--- config.mk ---
export PLATFORM = sky130hd
export DESIGN_NAME = header_length_crc8_frame_parser_top_flat
export DESIGN_NICKNAME = d
export VERILOG_FILES = /design/src/design/hlcfp_pkg.sv /design/src/design/hlcfp_channels_if.sv /design/src/design/hlcfp_in_stage.sv /design/src/design/hlcfp_core.sv /design/src/design/hlcfp_out_stage.sv /design/src/design/header_length_crc8_frame_parser_top.sv /design/src/flat_wrapper.sv
export VERILOG_INCLUDE_DIRS = /design/src /design/src/design
export SDC_FILE = /design/constraint.sdc
export NUM_CORES = 1
export LEC_CHECK = 0
export ABC_AREA = 0
export BUFFER_PORTS_ARGS = -buffer_cell sky130_fd_sc_hd__buf_4
export CAP_MARGIN = 20
export CORE_MARGIN = 2
export CORE_UTILIZATION = 60
export CTS_CLUSTER_SIZE = 8
export DETAILED_ROUTE_END_ITERATION = 8
export HOLD_SLACK_MARGIN = 0.05
export PLACE_DENSITY = 0.83
export RECOVER_POWER = 50
export SLEW_MARGIN = 40
export SYNTH_ARGS = -nofsm -noshare
export SYNTH_HDL_FRONTEND = slang
export SYNTH_SLANG_ARGS = --single-unit
--- constraint.sdc ---
create_clock -name clock -period 4.5 [get_ports clock]
set_clock_uncertainty 0.2 [all_clocks]
set_input_delay 0.9 -clock clock [delete_from_list [all_inputs] [get_ports clock]]
set_output_delay 0.9 -clock clock [all_outputs]
set_load 0.01 [all_outputs]
--- src/design/header_length_crc8_frame_parser_top_assert.svh ---
// Assertion macros used by the frame parser core
`ifndef HEADER_LENGTH_CRC8_FRAME_PARSER_TOP_ASSERT_SVH
`define HEADER_LENGTH_CRC8_FRAME_PARSER_TOP_ASSERT_SVH

// property must hold at every clock edge outside reset
`define HLCFP_ASSERT(label, prop, msg) \
   label: assert property (@(posedge clock) disable iff (reset) (prop)) else $error(msg);

// condition must never be seen outside reset
`define HLCFP_NEVER(label, cond, msg) \
   label: assert property (@(posedge clock) disable iff (reset) !(cond)) else $error(msg);

`endif

--- src/design/hlcfp_pkg.sv ---
// Package: constants, result type and CRC-8 step function for the frame parser
package hlcfp_pkg;

   localparam int HEADER_LEN = 2;
   localparam int POS_W      = 9;
   localparam int BYTE_W     = 8;

   localparam logic [BYTE_W-1:0] CRC_POLY  = 8'h07;
   localparam logic [BYTE_W-1:0] CRC_TOP   = 8'h80;
   localparam logic [BYTE_W-1:0] END_BASE  = BYTE_W'(HEADER_LEN + 1);
   localparam logic [POS_W-1:0]  POS_HDR   = POS_W'(HEADER_LEN);
   localparam logic [POS_W-1:0]  POS_LIMIT = POS_W'(256);

   typedef struct packed {
      logic              payload_strobe;
      logic [BYTE_W-1:0] payload_byte;
      logic              frame_done;
      logic              crc_match;
      logic [BYTE_W-1:0] frame_length;
   } rsp_type;

   function automatic logic [BYTE_W-1:0] crc8_byte(input logic [BYTE_W-1:0] crc,
                                                   input logic [BYTE_W-1:0] data);
      logic [BYTE_W-1:0] v;
      v = crc ^ data;
      for (int k = 0; k < BYTE_W; k++) begin
         if ((v & CRC_TOP) != '0) begin
            v = (v << 1) ^ CRC_POLY;
         end else begin
            v = v << 1;
         end
      end
      return v;
   endfunction

endpackage

--- src/design/hlcfp_channels_if.sv ---
// Valid/ready channel interfaces for the byte input and the result output
interface hlcfp_req_if;
   logic                         valid;
   logic                         ready;
   logic [hlcfp_pkg::BYTE_W-1:0] data_byte;

   modport source (output valid, output data_byte, input ready);
   modport sink   (input valid, input data_byte, output ready);
endinterface

interface hlcfp_rsp_if;
   logic                         valid;
   logic                         ready;
   logic                         payload_strobe;
   logic [hlcfp_pkg::BYTE_W-1:0] payload_byte;
   logic                         frame_done;
   logic                         crc_match;
   logic [hlcfp_pkg::BYTE_W-1:0] frame_length;

   modport source (output valid, output payload_strobe, output payload_byte,
                   output frame_done, output crc_match, output frame_length,
                   input ready);
   modport sink   (input valid, input payload_strobe, input payload_byte,
                   input frame_done, input crc_match, input frame_length,
                   output ready);
endinterface

--- src/design/hlcfp_in_stage.sv ---
// Input register stage: holds one received byte until the parser core takes it
module hlcfp_in_stage (
   input  logic                         clock,
   input  logic                         reset,
   hlcfp_req_if.sink                    req_channel,
   input  logic                         take,
   output logic                         held_valid,
   output logic [hlcfp_pkg::BYTE_W-1:0] held_byte
);

   logic                         valid_ff;
   logic                         valid_in;
   logic [hlcfp_pkg::BYTE_W-1:0] byte_ff;
   logic                         load;

   assign req_channel.ready = !valid_ff || take;
   assign load              = req_channel.valid && req_channel.ready;

   always_comb begin
      valid_in = valid_ff;
      if (load) begin
         valid_in = 1'b1;
      end else if (take) begin
         valid_in = 1'b0;
      end
   end

   always_ff @(posedge clock) begin
      if (reset) begin
         valid_ff <= 1'b0;
      end else begin
         valid_ff <= valid_in;
      end
   end

   always_ff @(posedge clock) begin
      if (load) begin
         byte_ff <= req_channel.data_byte;
      end
   end

   assign held_valid = valid_ff;
   assign held_byte  = byte_ff;

endmodule

--- src/design/hlcfp_core.sv ---
// Parser core: header match, length capture, CRC-8 over payload, check byte compare
`include "header_length_crc8_frame_parser_top_assert.svh"

module hlcfp_core (
   input  logic                         clock,
   input  logic                         reset,
   input  logic                         csr_write_enable,
   input  logic [31:0]                  csr_write_data,
   input  logic                         step,
   input  logic [hlcfp_pkg::BYTE_W-1:0] data_byte,
   output hlcfp_pkg::rsp_type           result
);

   logic [31:0]                  header_bytes_ff;
   logic [hlcfp_pkg::POS_W-1:0]  position_ff;
   logic [hlcfp_pkg::POS_W-1:0]  position_in;
   logic [hlcfp_pkg::BYTE_W-1:0] end_position_ff;
   logic [hlcfp_pkg::BYTE_W-1:0] end_position_in;
   logic [hlcfp_pkg::BYTE_W-1:0] running_crc_ff;
   logic [hlcfp_pkg::BYTE_W-1:0] running_crc_in;
   logic                         frame_complete_ff;
   logic                         frame_complete_in;
   logic [hlcfp_pkg::BYTE_W-1:0] length_value_ff;
   logic [hlcfp_pkg::BYTE_W-1:0] length_value_in;

   logic [hlcfp_pkg::POS_W-1:0]  end_ext;
   logic [hlcfp_pkg::POS_W-1:0]  position_next;
   logic [hlcfp_pkg::BYTE_W-1:0] header_first;
   logic [hlcfp_pkg::BYTE_W-1:0] header_here;

   assign end_ext       = {1'b0, end_position_ff};
   assign position_next = position_ff + hlcfp_pkg::POS_W'(1);
   assign header_first  = header_bytes_ff[hlcfp_pkg::BYTE_W-1:0];
   assign header_here   = header_bytes_ff[{position_ff[1:0], 3'b000} +: hlcfp_pkg::BYTE_W];

   always_comb begin
      position_in       = position_ff;
      end_position_in   = end_position_ff;
      running_crc_in    = running_crc_ff;
      frame_complete_in = frame_complete_ff;
      length_value_in   = length_value_ff;
      result            = '0;
      if (position_ff == hlcfp_pkg::POS_HDR) begin
         length_value_in = data_byte;
         end_position_in = hlcfp_pkg::END_BASE + data_byte;
         position_in     = position_next;
      end else if (position_ff > hlcfp_pkg::POS_HDR && position_ff < end_ext) begin
         running_crc_in        = hlcfp_pkg::crc8_byte(running_crc_ff, data_byte);
         result.payload_strobe = 1'b1;
         result.payload_byte   = data_byte;
         position_in           = position_next;
      end else if (position_ff == end_ext) begin
         frame_complete_in = 1'b1;
         result.frame_done = 1'b1;
         result.crc_match  = (running_crc_ff == data_byte);
         position_in       = position_next;
      end else if ((position_ff == '0 || frame_complete_ff) && header_first == data_byte) begin
         // restart the frame
         position_in       = hlcfp_pkg::POS_W'(1);
         end_position_in   = '1;
         running_crc_in    = '0;
         frame_complete_in = 1'b0;
         length_value_in   = '0;
      end else if (position_ff < hlcfp_pkg::POS_HDR && header_here == data_byte) begin
         position_in = position_next;
      end
      result.frame_length = length_value_in;
   end

   always_ff @(posedge clock) begin
      if (reset) begin
         header_bytes_ff <= '0;
      end else if (csr_write_enable) begin
         header_bytes_ff <= csr_write_data;
      end
   end

   always_ff @(posedge clock) begin
      if (reset) begin
         position_ff       <= '0;
         end_position_ff   <= '1;
         running_crc_ff    <= '0;
         frame_complete_ff <= 1'b0;
         length_value_ff   <= '0;
      end else if (step) begin
         position_ff       <= position_in;
         end_position_ff   <= end_position_in;
         running_crc_ff    <= running_crc_in;
         frame_complete_ff <= frame_complete_in;
         length_value_ff   <= length_value_in;
      end
   end

   `HLCFP_NEVER(a_position_bound, position_ff > hlcfp_pkg::POS_LIMIT, "position beyond 256")
   `HLCFP_NEVER(a_done_no_strobe, result.frame_done && result.payload_strobe, "strobe on check byte")
   `HLCFP_NEVER(a_match_needs_done, result.crc_match && !result.frame_done, "match without done")
   `HLCFP_ASSERT(a_payload_advances, step && result.payload_strobe |=> position_ff == $past(position_next), "payload byte did not advance")

endmodule

--- src/design/hlcfp_out_stage.sv ---
// Result register stage: holds one result beat until the sink takes it
module hlcfp_out_stage (
   input  logic               clock,
   input  logic               reset,
   input  logic               load,
   input  hlcfp_pkg::rsp_type result,
   output logic               can_load,
   hlcfp_rsp_if.source        rsp_channel
);

   logic               valid_ff;
   logic               valid_in;
   hlcfp_pkg::rsp_type result_ff;

   assign can_load = !valid_ff || rsp_channel.ready;

   always_comb begin
      valid_in = valid_ff;
      if (load) begin
         valid_in = 1'b1;
      end else if (rsp_channel.ready) begin
         valid_in = 1'b0;
      end
   end

   always_ff @(posedge clock) begin
      if (reset) begin
         valid_ff <= 1'b0;
      end else begin
         valid_ff <= valid_in;
      end
   end

   always_ff @(posedge clock) begin
      if (load) begin
         result_ff <= result;
      end
   end

   assign rsp_channel.valid          = valid_ff;
   assign rsp_channel.payload_strobe = result_ff.payload_strobe;
   assign rsp_channel.payload_byte   = result_ff.payload_byte;
   assign rsp_channel.frame_done     = result_ff.frame_done;
   assign rsp_channel.crc_match      = result_ff.crc_match;
   assign rsp_channel.frame_length   = result_ff.frame_length;

endmodule

--- src/design/header_length_crc8_frame_parser_top.sv ---
// Length-prefixed frame parser with CRC-8 check, one byte per beat.
// Each accepted byte yields exactly one result beat. A byte is held in the
// input register, decoded by the parser core and written to the result
// register once that register can take it, and a new byte is taken every
// cycle while the result side keeps up. A frame is HEADER_LEN header bytes
// (matched against csr_write_data, byte i in bits 8i+7..8i), a length byte,
// that many payload bytes streamed out with payload_strobe, and a check byte
// compared with the CRC-8 (poly 0x07, init 0, MSB first). Write the header
// register only while no beat is in flight. A length that wraps the 8-bit
// end position parks the parser until reset.
module header_length_crc8_frame_parser_top (
   input  logic        clock,
   input  logic        reset,
   input  logic        csr_write_enable,
   input  logic [31:0] csr_write_data,
   hlcfp_req_if.sink   req_channel,
   hlcfp_rsp_if.source rsp_channel
);

   logic                         held_valid;
   logic [hlcfp_pkg::BYTE_W-1:0] held_byte;
   logic                         out_can_load;
   logic                         step;
   hlcfp_pkg::rsp_type           result;

   assign step = held_valid && out_can_load;

   hlcfp_in_stage u_in_stage (
      .clock       (clock),
      .reset       (reset),
      .req_channel (req_channel),
      .take        (step),
      .held_valid  (held_valid),
      .held_byte   (held_byte)
   );

   hlcfp_core u_core (
      .clock            (clock),
      .reset            (reset),
      .csr_write_enable (csr_write_enable),
      .csr_write_data   (csr_write_data),
      .step             (step),
      .data_byte        (held_byte),
      .result           (result)
   );

   hlcfp_out_stage u_out_stage (
      .clock       (clock),
      .reset       (reset),
      .load        (step),
      .result      (result),
      .can_load    (out_can_load),
      .rsp_channel (rsp_channel)
   );

endmodule
--- src/flat_wrapper.sv ---
// flat-port wrapper written by rule: the top's interface ports become plain ports
module header_length_crc8_frame_parser_top_flat 
  (clock, reset, csr_write_enable, csr_write_data, req_channel_valid, req_channel_data_byte, req_channel_ready, rsp_channel_valid, rsp_channel_payload_strobe, rsp_channel_payload_byte, rsp_channel_frame_done, rsp_channel_crc_match, rsp_channel_frame_length, rsp_channel_ready);
  hlcfp_req_if req_channel_i ();
  hlcfp_rsp_if rsp_channel_i ();
  input  logic clock;
  input  logic reset;
  input  logic csr_write_enable;
  input  logic [31:0] csr_write_data;
  input wire logic [$bits(req_channel_i.valid)-1:0] req_channel_valid;
  input wire logic [$bits(req_channel_i.data_byte)-1:0] req_channel_data_byte;
  output wire logic [$bits(req_channel_i.ready)-1:0] req_channel_ready;
  output wire logic [$bits(rsp_channel_i.valid)-1:0] rsp_channel_valid;
  output wire logic [$bits(rsp_channel_i.payload_strobe)-1:0] rsp_channel_payload_strobe;
  output wire logic [$bits(rsp_channel_i.payload_byte)-1:0] rsp_channel_payload_byte;
  output wire logic [$bits(rsp_channel_i.frame_done)-1:0] rsp_channel_frame_done;
  output wire logic [$bits(rsp_channel_i.crc_match)-1:0] rsp_channel_crc_match;
  output wire logic [$bits(rsp_channel_i.frame_length)-1:0] rsp_channel_frame_length;
  input wire logic [$bits(rsp_channel_i.ready)-1:0] rsp_channel_ready;
  assign req_channel_i.valid = req_channel_valid;
  assign req_channel_i.data_byte = req_channel_data_byte;
  assign req_channel_ready = req_channel_i.ready;
  assign rsp_channel_valid = rsp_channel_i.valid;
  assign rsp_channel_payload_strobe = rsp_channel_i.payload_strobe;
  assign rsp_channel_payload_byte = rsp_channel_i.payload_byte;
  assign rsp_channel_frame_done = rsp_channel_i.frame_done;
  assign rsp_channel_crc_match = rsp_channel_i.crc_match;
  assign rsp_channel_frame_length = rsp_channel_i.frame_length;
  assign rsp_channel_i.ready = rsp_channel_ready;
  header_length_crc8_frame_parser_top u_core (.clock(clock), .reset(reset), .csr_write_enable(csr_write_enable), .csr_write_data(csr_write_data), .req_channel(req_channel_i), .rsp_channel(rsp_channel_i));
endmodule
==> results.cfg <==
[logic_synthesis]
yosysUniqueCellTypes = 57
synth_top_area_share_pct = 28.5
yosys-top-cells-area = dfxtp_1 29%, edfxtp_1 17%, mux2i_1 6.7%
seq_area_frac_synth_pct = 45.5
yosysWarnings = 0
syn_area_per_cell_um2 = 10.2
synthArstFlopShare_pct = 0
yosysTopAreaCell = dfxtp_1
syn_area_um2 = 4770
ys_ff_latch = 95
synth_cells = 469
syn_nets = 529
synth_edf_count = 27
synth_flop_cell = dfxtp_1

[cts]
postCtsSetupRepairBufs = 0
cts_num_sinks = 95
cts_buffers = 9
cts_resized = 0
clock-root-buffer = clkbuf_8
cts.clk_slew.worst_paths_ps = 90
clock_latency_ps = 360
clk_path_buf_depth = 2
hold_buffers = 0
htreeDepth = 3
cts_tree = yes

[pwr]
power.switching_w = 0.000406
vdd_ir_drop_max_v = 0.000157
power.internal_w = 0.00121
cellPowerDensity_nw_per_um2 = 304
p_sw_share_pct = 25.1
combPwrFrac_pct = 9.9
power_frac_clock_pct = 32.0
seqPwrFrac_pct = 58.1
leakage_nw = 2.11

[sta]
hold_viol_final = 0
slew_viol_final = 33
rsz0062_at_grt = no
setup_viol = 0
worstMarginPinSlew_ps = 2160
max_slew_margin_pct = -44.1
fin_crit_sh_pct = 71.0
min_period_ps = 3200
timing.setup.tns_ps = 0
max_clock_freq_mhz = 313

[floorplanning]
chipHeight_um = 93.2
start_util_pct = 61.7
core_area_um2 = 7730
rows = 32
floorplan.die.width_um = 93.2
io_pins = 66
dieArea_um2 = 8680

[grt]
antenna_found_initial = 0
gr-total-overflow = 0
grt_pass1_wl_mm = 17.1
grt_max_degree = 70
grt_pass1_vias = 3492
track_usage_pct = 25.2

[finish]
drive_above_1_share_pct = 14.8
final_nets = 575
stdcell_count = 622
antenna-diode-count = 0
nFillCells = 592
areaGrowthSynthToFinish_pct = 11.5

[placement]
place_inst = 606
hpwl_mm = 7.14
gp_congestion = 0.943
numPortBuffers = 65

[setup_path]
end_kind = register
startpoint_type = register
crit_type = register to register
crit_required_ps = 4590
cp_max_fo = 18
cp.arrival_ps = 3290

[drt]
wl_per_cell_um = 16.5
ant_nets = 0
via_count = 3641
drc = 0
viasPerCell = 5.85
first_pass_iters = 5
wl_mm = 10.2
dr.first_iter.drc_count = 293

[run]
drv_cap = 1

[outcome]
status = complete, but fails checks
violations = max-capacitance violations, max-slew violations

[hold_path]
hold_class = register to register
## sequential cells by signal, summed over array words and instances (netlist names), 8 cells and up
signal and flops:
u_core.u_core.end_position_ff 8, u_core.u_core.running_crc_ff 8, u_core.u_core.header_bytes_ff 32, u_core.u_out_stage.rsp_channel.frame_length 8
u_core.u_core.length_value_ff 8, u_core.u_core.position_ff 9, u_core.u_out_stage.rsp_channel.payload_byte 8, u_core.u_in_stage.held_byte 8
## cells in the mapped netlist, types with 10 or more instances
master     n
ha_1      15
xor2_1    16
inv_1     24
xnor2_1   25
dfxtp_1   68
mux2i_1   32
nand3_1   12
edfxtp_1  27
nand2_1   33
and2_1    10
o21ai_0   12
clkbuf_1  16
nor2_1    46
a21oi_1   19
## worst max-delay path, stage by stage, from the launching register on
cell	delay, ps
dfxtp_1	710
inv_1	250
ha_1	270
o221a_2	240
o211a_1	410
o211ai_1	660
o21ai_0	210
a21oi_1	160
## cells by family (layout without fill, tap and decap cells)
family,Yosys count,after routing,share of synthesized area (%)
adder cells (fa/ha/maj),15,15,3.93
AO/OA/AOI/OAI,86,86,12.5
multiplexers,40,40,10.5
flip-flops,95,95,45.5
buffers and inverters,56,107,5.72
XOR/XNOR,42,42,8.00
AND/OR/NAND/NOR,135,135,13.8
## per-layer routing
layer  GRT usage (%)  vias up  part of all wire [%]  routed length, µm
met4            11.6        0                   2.7                279
met1            33.0     1741                    42               4330
met3            4.51       27                   5.6                569
met5               0        -                     0                  0
met2            40.8      121                    49               5050
li1                -     1752                     -                  -
## cell type report
class / instances / area [µm²] / area share (%)
repair buffers: 67 / 424 / 7.98
inverters: 24 / 90.1 / 1.69
clock buffers: 12 / 145 / 2.73
well taps: 102 / 128 / 2.40
multi-input cells: 318 / 2330 / 43.8
flip-flops and latches: 95 / 2170 / 40.9
clock inverters: 4 / 30.0 / 0.565
## worst paths after layout
| kind | startpoint | to | slack (ps) | depth (start not counted) |
|---|---|---|---|---|
| setup / recovery | u_core.u_core.position_ff[0] | u_core.u_core.running_crc_ff[4] | 1300 | 7 |
| hold / removal | u_core.u_core.length_value_ff[6] | u_core.u_core.length_value_ff[6] | 290 | 2 |
| setup reg to reg | u_core.u_core.position_ff[0] | u_core.u_core.running_crc_ff[4] | 1300 | 7 |
| hold reg to reg | u_core.u_core.length_value_ff[6] | u_core.u_core.length_value_ff[6] | 290 | 2 |
## power by group through the flow
stage          Clock [W]  Combinational, W  Sequential, W
6_report        0.000517          0.000159       0.000938
2_1_floorplan          0          0.000114       0.000941
3_5_place_dp           0          0.000162       0.000957
3_3_place_gp           0          0.000157       0.000955
5_1_grt         0.000559          0.000176       0.000942
4_1_cts         0.000522          0.000163       0.000938
## cell usage in the layout (no fill, tap or decap), types with 16 or more instances in the layout
cell type,instances
inv_1,24
xor2_1,16
xnor2_1,25
nand2_1,33
mux2i_1,32
clkbuf_1,23
nor2_1,45
buf_4,37
a21oi_1,19
dfxtp_1,68
edfxtp_1,27
## through the flow
stage	util [%]	hold WS, ps	cell area (µm²)	power [W]	worst slack, ps
CTS	69.8	281	5390	0.00162	1320
global route	68.8	305	5320	0.00168	981
finish	68.8	286	5320	0.00161	1300
global placement	67.5	253	5220	0.00111	1310
detailed placement	67.5	268	5220	0.00112	1220
floorplan	-	244	4770	0.00106	1540
(Power assumes the default switching activity.)
